===== config.mk =====
export PLATFORM = sky130hd
export DESIGN_NAME = indexed_min_heap_with_handles
export DESIGN_NICKNAME = d
export VERILOG_FILES = /design/src/sv/imhh_pkg.sv /design/src/sv/indexed_min_heap_with_handles.sv
export SDC_FILE = /design/constraint.sdc
export NUM_CORES = 2
export LEC_CHECK = 0
export ABC_AREA = 1
export BUFFER_PORTS_ARGS = -buffer_cell sky130_fd_sc_hd__buf_2
export CELL_PAD_IN_SITES_DETAIL_PLACEMENT = 1
export CELL_PAD_IN_SITES_GLOBAL_PLACEMENT = 2
export CORE_MARGIN = 1.5
export CORE_UTILIZATION = 30
export DETAILED_ROUTE_END_ITERATION = 10
export GPL_ROUTABILITY_DRIVEN = 0
export GPL_TIMING_DRIVEN = 0
export PLACE_DENSITY = 0.58
export REMOVE_ABC_BUFFERS = 1
export SETUP_SLACK_MARGIN = 0.02
export SYNTH_ARGS = -nofsm -noshare
export SYNTH_HDL_FRONTEND = slang
export SYNTH_SLANG_ARGS = --single-unit

===== constraint.sdc =====
create_clock -name clk -period 4.6 [get_ports clk]
set_input_delay 0 -clock clk [delete_from_list [all_inputs] [get_ports clk]]
set_output_delay 0 -clock clk [all_outputs]
set_load 0.05 [all_outputs]

===== src/sv/imhh_pkg.sv =====
package imhh_pkg;

	localparam int CAPACITY = 64;
	localparam int ID_W     = 7;
	localparam int SCORE_W  = 32;
	localparam int MODE_W   = 3;
	localparam int STATUS_W = 3;

	typedef enum logic [MODE_W-1:0] {
		MODE_INSERT = 3'd0,
		MODE_FIND   = 3'd1,
		MODE_RAISE  = 3'd2,
		MODE_LOWER  = 3'd3,
		MODE_REMOVE = 3'd4
	} mode_t;

	typedef enum logic [STATUS_W-1:0] {
		ST_OK      = 3'd0,
		ST_ABSENT  = 3'd1,
		ST_PRESENT = 3'd2,
		ST_FULL    = 3'd3,
		ST_EMPTY   = 3'd4
	} status_t;

	typedef enum logic [3:0] {
		S_IDLE,
		S_CHECK,
		S_RDS,
		S_UP,
		S_UPC,
		S_DN,
		S_DNL,
		S_DNR,
		S_DNM,
		S_FIN,
		S_RM1,
		S_RM2,
		S_DONE
	} state_t;

	typedef struct packed {
		logic [ID_W-1:0]           id;
		logic signed [SCORE_W-1:0] score;
	} slot_t;

endpackage


===== src/sv/indexed_min_heap_with_handles.sv =====
// Indexed min priority queue: a binary min-heap of (id, score) entries kept in
// one slot memory, plus a handle memory giving each id its heap slot. Each
// request (insert, find, raise, lower, remove minimum) gives exactly one
// result with status, id and score. One slot-memory read port and one write
// port; the entry being placed is held in registers and the hole walks up or
// down, so every level costs one or two reads and at most one move. A rejected
// request walks no level, find reads one slot, insert climbs, remove descends,
// and raise or lower climbs or else descends. in_ready is high only in idle; a
// finished result sits in an output register until taken, and the next request
// is accepted meanwhile. The handle memory has per-id valid bits cleared by
// reset, so no clearing pass is needed.
module indexed_min_heap_with_handles (
	input  logic                                  clk,
	input  logic                                  arst_n,
	input  logic                                  in_valid,
	output logic                                  in_ready,
	input  logic [imhh_pkg::MODE_W-1:0]           mode,
	input  logic [imhh_pkg::ID_W-1:0]             key_id,
	input  logic signed [imhh_pkg::SCORE_W-1:0]   amount,
	output logic                                  out_valid,
	input  logic                                  out_ready,
	output logic [imhh_pkg::STATUS_W-1:0]         status,
	output logic [imhh_pkg::ID_W-1:0]             result_id,
	output logic signed [imhh_pkg::SCORE_W-1:0]   result_score
);

	// Address width covers slots 1..CAPACITY and ids 0..CAPACITY.
	localparam int AW = $clog2(imhh_pkg::CAPACITY + 1);

	imhh_pkg::state_t state_q, state_d;

	// request
	logic [imhh_pkg::MODE_W-1:0]         mode_q;
	logic [imhh_pkg::ID_W-1:0]           id_q;
	logic signed [imhh_pkg::SCORE_W-1:0] amt_q;

	// heap bookkeeping
	logic [AW-1:0]   cnt_q;
	logic [AW-1:0]   pos_q;       // current hole
	imhh_pkg::slot_t cur_q;       // entry being placed
	imhh_pkg::slot_t best_q;      // smallest of hole and children
	logic [AW-1:0]   bpos_q;
	logic            moved_q;

	// result
	logic [imhh_pkg::STATUS_W-1:0]       res_st_q;
	logic [imhh_pkg::ID_W-1:0]           res_id_q;
	logic signed [imhh_pkg::SCORE_W-1:0] res_sc_q;
	logic                                out_valid_q;
	logic [imhh_pkg::STATUS_W-1:0]       out_st_q;
	logic [imhh_pkg::ID_W-1:0]           out_id_q;
	logic signed [imhh_pkg::SCORE_W-1:0] out_sc_q;

	// slot memory
	imhh_pkg::slot_t hp_mem [imhh_pkg::CAPACITY+1];
	imhh_pkg::slot_t hp_rd_q;
	logic [AW-1:0]   hp_ra;
	logic            hp_we;
	logic [AW-1:0]   hp_wa;
	imhh_pkg::slot_t hp_wd;

	// handle memory with valid bits
	logic [AW-1:0]   hd_mem [imhh_pkg::CAPACITY+1];
	logic [imhh_pkg::CAPACITY:0] hv_q;
	logic [AW-1:0]   hd_rd_q;
	logic            hv_rd_q;
	logic [AW-1:0]   hd_ra;
	logic            hd_we;
	logic [AW-1:0]   hd_wa;
	logic [AW-1:0]   hd_wd;

	logic [AW-1:0]   h_cur;
	logic            id_ok;
	logic            is_ins, is_find, is_adj, is_rm;
	logic            full, absent;
	logic [AW:0]     lch, rch;
	logic            do_load;
	logic signed [imhh_pkg::SCORE_W:0] sum;
	logic signed [imhh_pkg::SCORE_W-1:0] new_sc;
	logic            up_move, dn_move;

	assign h_cur   = hv_rd_q ? hd_rd_q : '0;
	assign id_ok   = (id_q != '0) && ({25'd0, id_q} <= 32'(imhh_pkg::CAPACITY));
	assign is_ins  = (mode_q == imhh_pkg::MODE_INSERT);
	assign is_find = (mode_q == imhh_pkg::MODE_FIND);
	assign is_adj  = (mode_q == imhh_pkg::MODE_RAISE) || (mode_q == imhh_pkg::MODE_LOWER);
	assign is_rm   = (mode_q == imhh_pkg::MODE_REMOVE);
	assign full    = ({{(32-AW){1'b0}}, cnt_q} >= 32'(imhh_pkg::CAPACITY));
	assign absent  = (h_cur == '0) || (h_cur > cnt_q);
	assign lch     = {pos_q, 1'b0};
	assign rch     = lch + (AW+1)'(1);
	assign up_move = (hp_rd_q.score > cur_q.score);
	assign dn_move = (bpos_q != pos_q);
	assign do_load = (state_q == imhh_pkg::S_DONE) && (!out_valid_q || out_ready);

	// saturating raise / lower
	always_comb begin
		if (mode_q == imhh_pkg::MODE_RAISE)
			sum = {hp_rd_q.score[31], hp_rd_q.score} + {amt_q[31], amt_q};
		else
			sum = {hp_rd_q.score[31], hp_rd_q.score} - {amt_q[31], amt_q};
		if (sum[32] != sum[31])
			new_sc = sum[32] ? 32'sh8000_0000 : 32'sh7FFF_FFFF;
		else
			new_sc = sum[31:0];
	end

	// next state
	always_comb begin
		state_d = state_q;
		unique case (state_q)
			imhh_pkg::S_IDLE:  if (in_valid) state_d = imhh_pkg::S_CHECK;
			imhh_pkg::S_CHECK: begin
				if (is_rm)
					state_d = (cnt_q == '0) ? imhh_pkg::S_DONE : imhh_pkg::S_RM1;
				else if (!(is_ins || is_find || is_adj) || !id_ok)
					state_d = imhh_pkg::S_DONE;
				else if (is_ins)
					state_d = (full || !absent) ? imhh_pkg::S_DONE : imhh_pkg::S_UP;
				else
					state_d = absent ? imhh_pkg::S_DONE : imhh_pkg::S_RDS;
			end
			imhh_pkg::S_RDS:   state_d = is_find ? imhh_pkg::S_DONE : imhh_pkg::S_UP;
			imhh_pkg::S_UP:
				state_d = (pos_q == AW'(1)) ?
					(is_ins ? imhh_pkg::S_FIN : (moved_q ? imhh_pkg::S_FIN : imhh_pkg::S_DN))
					: imhh_pkg::S_UPC;
			imhh_pkg::S_UPC: begin
				if (up_move)         state_d = imhh_pkg::S_UP;
				else if (moved_q || is_ins) state_d = imhh_pkg::S_FIN;
				else                 state_d = imhh_pkg::S_DN;
			end
			imhh_pkg::S_DN:
				state_d = (lch > {1'b0, cnt_q}) ? imhh_pkg::S_FIN : imhh_pkg::S_DNL;
			imhh_pkg::S_DNL:
				state_d = (rch > {1'b0, cnt_q}) ? imhh_pkg::S_DNM : imhh_pkg::S_DNR;
			imhh_pkg::S_DNR:   state_d = imhh_pkg::S_DNM;
			imhh_pkg::S_DNM:   state_d = dn_move ? imhh_pkg::S_DN : imhh_pkg::S_FIN;
			imhh_pkg::S_FIN:   state_d = imhh_pkg::S_DONE;
			imhh_pkg::S_RM1:
				state_d = (cnt_q > AW'(1)) ? imhh_pkg::S_RM2 : imhh_pkg::S_DONE;
			imhh_pkg::S_RM2:   state_d = imhh_pkg::S_DN;
			imhh_pkg::S_DONE:  if (do_load) state_d = imhh_pkg::S_IDLE;
			default:           state_d = imhh_pkg::S_IDLE;
		endcase
	end

	// memory ports and handshake
	always_comb begin
		in_ready = 1'b0;
		hp_ra    = pos_q;
		hp_we    = 1'b0;
		hp_wa    = pos_q;
		hp_wd    = cur_q;
		hd_ra    = AW'(key_id);
		hd_we    = 1'b0;
		hd_wa    = AW'(cur_q.id);
		hd_wd    = pos_q;
		unique case (state_q)
			imhh_pkg::S_IDLE:  in_ready = 1'b1;
			imhh_pkg::S_CHECK: hp_ra = is_rm ? AW'(1) : h_cur;
			imhh_pkg::S_UP:    hp_ra = pos_q >> 1;
			imhh_pkg::S_UPC: begin
				hp_we = up_move;
				hp_wd = hp_rd_q;
				hd_we = up_move;
				hd_wa = AW'(hp_rd_q.id);
			end
			imhh_pkg::S_DN:    hp_ra = lch[AW-1:0];
			imhh_pkg::S_DNL:   hp_ra = rch[AW-1:0];
			imhh_pkg::S_DNM: begin
				hp_we = dn_move;
				hp_wd = best_q;
				hd_we = dn_move;
				hd_wa = AW'(best_q.id);
			end
			imhh_pkg::S_FIN: begin
				hp_we = 1'b1;
				hd_we = 1'b1;
			end
			imhh_pkg::S_RM1: begin
				hp_ra = cnt_q;
				hd_we = 1'b1;
				hd_wa = AW'(hp_rd_q.id);
				hd_wd = '0;            // removed id becomes absent
			end
			default: ;
		endcase
	end

	// memories
	always_ff @(posedge clk) begin
		hp_rd_q <= hp_mem[hp_ra];
		if (hp_we) hp_mem[hp_wa] <= hp_wd;
		hd_rd_q <= hd_mem[hd_ra];
		hv_rd_q <= hv_q[hd_ra];
		if (hd_we) hd_mem[hd_wa] <= hd_wd;
	end

	always_ff @(posedge clk or negedge arst_n) begin
		if (!arst_n) begin
			hv_q <= '0;
		end else if (hd_we) begin
			hv_q[hd_wa] <= 1'b1;
		end
	end

	// control
	always_ff @(posedge clk or negedge arst_n) begin
		if (!arst_n) begin
			state_q     <= imhh_pkg::S_IDLE;
			cnt_q       <= '0;
			out_valid_q <= 1'b0;
		end else begin
			state_q <= state_d;
			if (state_q == imhh_pkg::S_CHECK && is_ins && id_ok && !full && absent)
				cnt_q <= cnt_q + AW'(1);
			if (state_q == imhh_pkg::S_RM1)
				cnt_q <= cnt_q - AW'(1);
			if (do_load)
				out_valid_q <= 1'b1;
			else if (out_ready)
				out_valid_q <= 1'b0;
		end
	end

	// datapath
	always_ff @(posedge clk) begin
		if (in_valid && in_ready) begin
			mode_q <= mode;
			id_q   <= key_id;
			amt_q  <= amount;
		end
		if (do_load) begin
			out_st_q <= res_st_q;
			out_id_q <= res_id_q;
			out_sc_q <= res_sc_q;
		end
		case (state_q)
			imhh_pkg::S_CHECK: begin
				res_st_q <= imhh_pkg::ST_ABSENT;
				res_id_q <= id_q;
				res_sc_q <= '0;
				moved_q  <= 1'b0;
				pos_q    <= h_cur;
				cur_q    <= '{id: id_q, score: amt_q};
				if (is_rm) begin
					res_id_q <= '0;
					if (cnt_q == '0) res_st_q <= imhh_pkg::ST_EMPTY;
				end else if (!(is_ins || is_find || is_adj)) begin
					res_id_q <= '0;
				end else if (is_ins && id_ok) begin
					if (full) begin
						res_st_q <= imhh_pkg::ST_FULL;
					end else if (!absent) begin
						res_st_q <= imhh_pkg::ST_PRESENT;
					end else begin
						res_st_q <= imhh_pkg::ST_OK;
						res_sc_q <= amt_q;
						pos_q    <= cnt_q + AW'(1);
					end
				end
			end
			imhh_pkg::S_RDS: begin
				res_st_q <= imhh_pkg::ST_OK;
				if (is_find) begin
					res_sc_q <= hp_rd_q.score;
				end else begin
					res_sc_q    <= new_sc;
					cur_q.score <= new_sc;
				end
			end
			imhh_pkg::S_UPC: begin
				if (up_move) begin
					pos_q   <= pos_q >> 1;
					moved_q <= 1'b1;
				end
			end
			imhh_pkg::S_DNL: begin
				if (hp_rd_q.score < cur_q.score) begin
					best_q <= hp_rd_q;
					bpos_q <= lch[AW-1:0];
				end else begin
					best_q <= cur_q;
					bpos_q <= pos_q;
				end
			end
			imhh_pkg::S_DNR: begin
				if (hp_rd_q.score < best_q.score) begin
					best_q <= hp_rd_q;
					bpos_q <= rch[AW-1:0];
				end
			end
			imhh_pkg::S_DNM: if (dn_move) pos_q <= bpos_q;
			imhh_pkg::S_RM1: begin
				res_st_q <= imhh_pkg::ST_OK;
				res_id_q <= hp_rd_q.id;
				res_sc_q <= hp_rd_q.score;
			end
			imhh_pkg::S_RM2: begin
				cur_q <= hp_rd_q;       // last entry refills the root
				pos_q <= AW'(1);
			end
			default: ;
		endcase
	end

	assign out_valid    = out_valid_q;
	assign status       = out_st_q;
	assign result_id    = out_id_q;
	assign result_score = out_sc_q;

endmodule


# Yosys cells after proc, flatten, opt, wreduce, memory -nomap -nowiden
# Memory sizes are Yosys's and may differ from the RTL's. A register that Yosys moved wholly into a read port is not among the register bits.
# Index checks and enable logic that the tools add are counted.
op_classes:
  bitwise: 1
  reduce_logical: 45
  eq_ne: 25
  add_sub_neg: 5
  mux: 79
  order_cmp: 12
ops:
  columns: ["op", "count"]
  rows:
  - ["32-bit two-way mux", 9]
  - ["32-bit case mux with 3 select lines", 2]
  - ["39-bit case mux with 2 select lines", 2]
  - ["7-bit two-way mux", 16]
  - ["39-bit two-way mux", 2]
  - ["65-bit OR", 1]
  - ["32-bit < comparator", 2]
  - ["4-bit two-way mux", 16]
  - ["7-bit case mux with 2 select lines", 4]
  - ["4-bit case mux with 13 select lines", 1]
  - ["7-bit case mux with 5 select lines", 1]
  - ["32-bit by 32-bit adder with 33-bit output", 1]
  - ["33-bit two-way mux", 1]
  - ["32-bit by 32-bit subtractor with 33-bit output", 1]
  - ["32-bit greater-than comparator", 1]
  - ["7-bit case mux with 4 select lines", 1]
  - ["4-bit == test, second input constant", 5]
  - ["4-bit by 3-bit == test with 1-bit output, second input constant", 4]
  - ["8-bit by 7-bit greater-than comparator with 1-bit output", 2]
  - ["7-bit by 8-bit < comparator with 1-bit output, second input constant", 2]
  - ["7-bit zero test", 2]
  - ["2-bit nonzero test", 7]
  - ["3-bit two-way mux", 4]
  - ["2-bit != test, second input constant", 6]
  - ["34 further kinds", 74]
totals:
  regBits: 297
  word_cells: 190
  n_memories: 2
  ram_bits: 2990
mem_list:
  columns: ["memory", "depth", "width", "read_ports", "rd_clocked_by_memory_dff", "wr", "line_no", "text"]
  rows:
  - ["hp_mem", 65, 39, 1, 1, 1, "indexed_min_heap_with_handles.sv:55", "imhh_pkg::slot_t hp_mem [imhh_pkg::CAPACITY+1];"]
  - ["hd_mem", 65, 7, 1, 1, 1, "indexed_min_heap_with_handles.sv:63", "logic [AW-1:0] hd_mem [imhh_pkg::CAPACITY+1];"]

# Depth between registers and ports, before layout
depth:
  depth_word: 10
  ltp_mapped: 25
  depth_no_buf: 24

# Worst setup path before layout
# Ideal clock, no wire load.
synth_path:
  path_kind: "reg2reg"
  startpoint: "register state_q[3]"
  endpoint: "memory hp_mem[0][33] (netlist bit), data pin"
  path_buffers: 1
  setup_time_ps: 710
  path_stages_with_launch: 9
  arrival_time_ps: 3634
  slack_ps: 256
  cell_sequence: "dfrtp_1 -> inv_2 -> nor2_2 -> inv_2 -> nor2_2 -> inv_2 -> nand2_2 -> clkbuf_1 -> o21ai_0"
synth_rtl:
  columns: ["element", "line_no", "text"]
  rows:
  - ["start, declared", "indexed_min_heap_with_handles.sv:30", "imhh_pkg::state_t state_q, state_d;"]
  - ["start signal, assigned", "indexed_min_heap_with_handles.sv:211", "state_q <= imhh_pkg::S_IDLE;"]
  - ["start signal, assigned", "indexed_min_heap_with_handles.sv:215", "state_q <= state_d;"]
  - ["end, declared", "indexed_min_heap_with_handles.sv:55", null]

# Worst setup path after layout
layout_path:
  startpoint: "register amt_q[0] (netlist bit)"
  endpoint: "register res_sc_q[28] (netlist bit), data pin"
layout_via:
  elab_chain_cells: 6
layout_lines:
  columns: ["element", "line_no", "text"]
  rows:
  - ["start, declared", "indexed_min_heap_with_handles.sv:35", "logic signed [imhh_pkg::SCORE_W-1:0] amt_q;"]
  - ["start signal, assigned", "indexed_min_heap_with_handles.sv:232", "amt_q <= amount;"]
  - ["32-bit by 32-bit subtractor with 33-bit output / 32-bit by 32-bit adder with 33-bit output (equally long branches)", "indexed_min_heap_with_handles.sv:101, indexed_min_heap_with_handles.sv:99", null]
  - ["33-bit two-way mux (*)", "indexed_min_heap_with_handles.sv:98", "if (mode_q == imhh_pkg::MODE_RAISE)"]
  - ["32-bit two-way mux / 1-bit != test (equally long branches)", "indexed_min_heap_with_handles.sv:103, indexed_min_heap_with_handles.sv:102", null]
  - ["32-bit two-way mux (*)", "indexed_min_heap_with_handles.sv:102", "if (sum[32] != sum[31])"]
  - ["32-bit two-way mux (*)", "indexed_min_heap_with_handles.sv:266", "if (is_find) begin"]
  - ["32-bit case mux with 3 select lines (*)", "indexed_min_heap_with_handles.sv:239", "case (state_q)"]
  - ["end signal, assigned", "indexed_min_heap_with_handles.sv:259", "res_sc_q <= amt_q;"]
  - ["end signal, assigned", "indexed_min_heap_with_handles.sv:267", "res_sc_q <= hp_rd_q.score;"]
  - ["end signal, assigned", "indexed_min_heap_with_handles.sv:269", "res_sc_q <= new_sc;"]
  - ["end, declared", "indexed_min_heap_with_handles.sv:48", "logic signed [imhh_pkg::SCORE_W-1:0] res_sc_q;"]
# Every way passes the cells marked *; elsewhere a longest branch is shown, timed or not.
# A chain may end at the register's enable or synchronous reset.

==> run metrics <==
WP data arrival=5250 ps; Num CTS Buffers=386; Finished Layout Cells=19000; post-synth top area cell=edfxtp_1; DR pass1 iterations=5; Die Wd=689 um; most common cell in the netlist=nand3_1; worst hold path class=in2reg; dpl cells=17900; initial antenna violation count=23; predominant post-synthesis flop cell=edfxtp_1; Critical-path top delay cell=edfxtp_1; core area=0.468 sq mm; Std-Cell Rows=251; Total GRT Usage=0.224; CP peak stage delay=460 ps; commonest cells in the synthesized netlist=nand3_1 (3519), edfxtp_1 (3209), nand2_1 (2254); DIE AREA=0.474 sq mm; Synth area leaders=edfxtp_1 (68%), nand3_1 (12%), nand2_1 (6.0%), o21ai_0 (1.7%), nor2_1 (1.6%); worst-margin pin slew=1400 ps; Crit Path Category=reg2reg; Root Driver=clkbuf_16; grt ovf=0; DP HPWL=307000 um; Reg clk slew, reported paths=60 ps; vias in the first global route=105000; Multi-input gate area=0.0403 sq mm; pin count of the biggest net entering global routing=126; Area growth, synth to finish=22.4%; first-pass GRT wire length=772000 um; HP Start=key_id[1]; setup-violating endpoint count in the final report=0; Max Fanout on Critical Path=8; IO Count=90; MaxCap Viol Count=0; period utilisation layout=0.986; DR iter-0 viols=8189; asr flop ratio synth=0.0231; Post-DRT Antenna Nets=0; Mapped Cells=12100; register area=0.0992 sq mm; CP Capture Type=register; Final Routed Wirelength=544000 um; Synth cell types=58; Top delay family on crit path=simple AND/OR/NAND/NOR gates; sequential fraction of the synthesis area=0.704; CP required=5310 ps; layout cells sized above 1=0.131; Max Freq=220 MHz; Sink Count=3333; vias per std cell=5.37; synthesis-stage register bit count=3333; routed len/inst=28.7 um; status=completed; Worst slew margin=0.0665; total number of vias=102000; worst skew pair latency=1030 ps; endpoints failing hold=0; post-route DRC violation count=0; CP startpoint kind=register; Syn Std Cell Area=0.141 sq mm; Layout Skew=119 ps; FF-to-FF Start=amt_q[0]; share of the synthesized area in the top cell type=0.683; Pins Over Slew Limit=0; minimum clock period=4540 ps; CTS tree=built; Synth Warn #=0; Post-synth EDFFs=3209; Initial Util=0.302; RSZ-0062 raised after global routing=true; Longest Clk Path Bufs=4; Layout Nets=12600; start point of the critical path=amt_q[0]; I/O Buffers=89; die height=689 um; H-tree Lvls=5; Fillers=49200; Mapped Avg Cell Area=11.6 sq um; buffers and inverters on the worst path=5
-- cells by family after synthesis --
family | Yosys count | share of synthesized area
AOI/OAI and AO/OA | 930 | 0.0380
DFF | 3333 | 0.704
xor gates and xnor gates | 72 | 0.00447
and+or+nand+nor | 6482 | 0.206
buffers and inverters | 1210 | 0.0377
adders and majority gates | 114 | 0.0102
-- cells in the final DEF (no fill, tap or decap), types with 28 or more instances in the layout --
master            n
nand3_1        3363
edfxtp_1       3209
nand2_1        2204
nor2_1          469
o21ai_0         449
clkbuf_16       394
inv_1           334
buf_12          225
buf_4           156
o22ai_1         133
nor2_4          111
clkinv_1        111
buf_16          107
nand3_2         105
a21oi_1         105
ha_1            102
clkbuf_1         95
dlygate4sd3_1    91
buf_2            85
o211ai_1         77
dfrtp_1          74
clkinv_2         60
nand3_4          56
bufbuf_16        48
dfxtp_1          47
xor2_1           39
o21ai_1          32
o221ai_4         32
nand2_2          31
nand2_4          28
-- repair_timing --
action,CTS,global route
hold endpoints to repair,215,0
resized for setup,325,199
setup endpoints to repair,4724,567
setup buffers,142,36
hold buffers,92,0
cloned,83,4
pin swaps,95,76
-- flip-flops by register name, summed over array words and instances, names as in the netlist --
| name | count |
|---|---|
| state_q | 4 |
| status | 3 |
| res_id_q | 7 |
| mode_q | 3 |
| res_st_q | 3 |
| best_q | 39 |
| hp_wa | 7 |
| moved_q | 1 |
| res_sc_q | 32 |
| cnt_q | 7 |
| id_q | 7 |
| out_valid | 1 |
| hv_rd_q | 1 |
| cur_q | 39 |
| hp_mem | 2535 |
| bpos_q | 7 |
| result_score | 32 |
| hv_q | 65 |
| result_id | 7 |
| hp_rd_q | 39 |
| amt_q | 32 |
| hd_rd_q | 7 |
| hd_mem | 455 |
-- final timing paths --
kind,cells past startpoint,slack [ps],endpoint
setup / recovery,26,60,res_sc_q[28]
hold / removal,2,130,id_q[1]
setup reg to reg,26,60,res_sc_q[28]
hold reg to reg,0,400,result_score[22]
max in group asynchronous,4,4120,state_q[1]
min in group asynchronous,4,180,hv_q[20]
-- area by class of cell --
class | count | area share
Sequential cell | 3333 | 0.575
Multi-Input combinational cell | 7617 | 0.233
Timing Repair Buffer | 732 | 0.0684
Clock buffer | 494 | 0.0594
Tap cell | 6198 | 0.0449
Clock inverter | 215 | 0.00961
Inverter | 368 | 0.00874
Timing Repair inverter | 7 | 0.000348
Antenna cell | 12 | 0.000174
-- worst register-to-register path, cell delays in order (launching register included) --
cell and delay, ps:
edfxtp_1 460, inv_2 130, ha_4 150, inv_4 40
nor3_2 170, nand4_1 240, nor3_4 280, nand3_4 180
nand2_4 160, nand2_4 70, a21oi_2 130, xor2_1 210
ha_1 320, a21oi_2 190, o21ai_2 90, a21oi_1 120
o21ai_1 100, a21oi_2 190, nand2_2 80, nand2_2 90
nand2_4 100, clkinvlp_4 110, buf_6 100, buf_12 150
nand2_8 160, nand3_2 90, o211ai_1 110
-- layer usage --
metal | vias up | global-route usage | share of wire
li1 | 44800 | - | -
met1 | 53700 | 0.307 | 0.45
met2 | 2672 | 0.363 | 0.47
met3 | 723 | 0.0458 | 0.063
met4 | 4 | 0.0558 | 0.025
met5 | - | 0 | 0.000063
-- stage by stage --
step	setup TNS, ps	hold WS (ps)	area (sq um)	worst slack [ps]	util
final	0	126	173000	62.6	0.369
after global routing	-2690	123	173000	-94.2	0.369
after CTS	-5250	72.2	171000	-142	0.366
after global placement	-	180	145000	-70990	0.311
after detailed placement	-6819330	63.4	154000	-3340	0.329
after floorplan	-839050	-296	137000	-16340	-
Power is not shown: default switching activity piles up to over one toggle a cycle in this logic, so the estimate is an artifact.
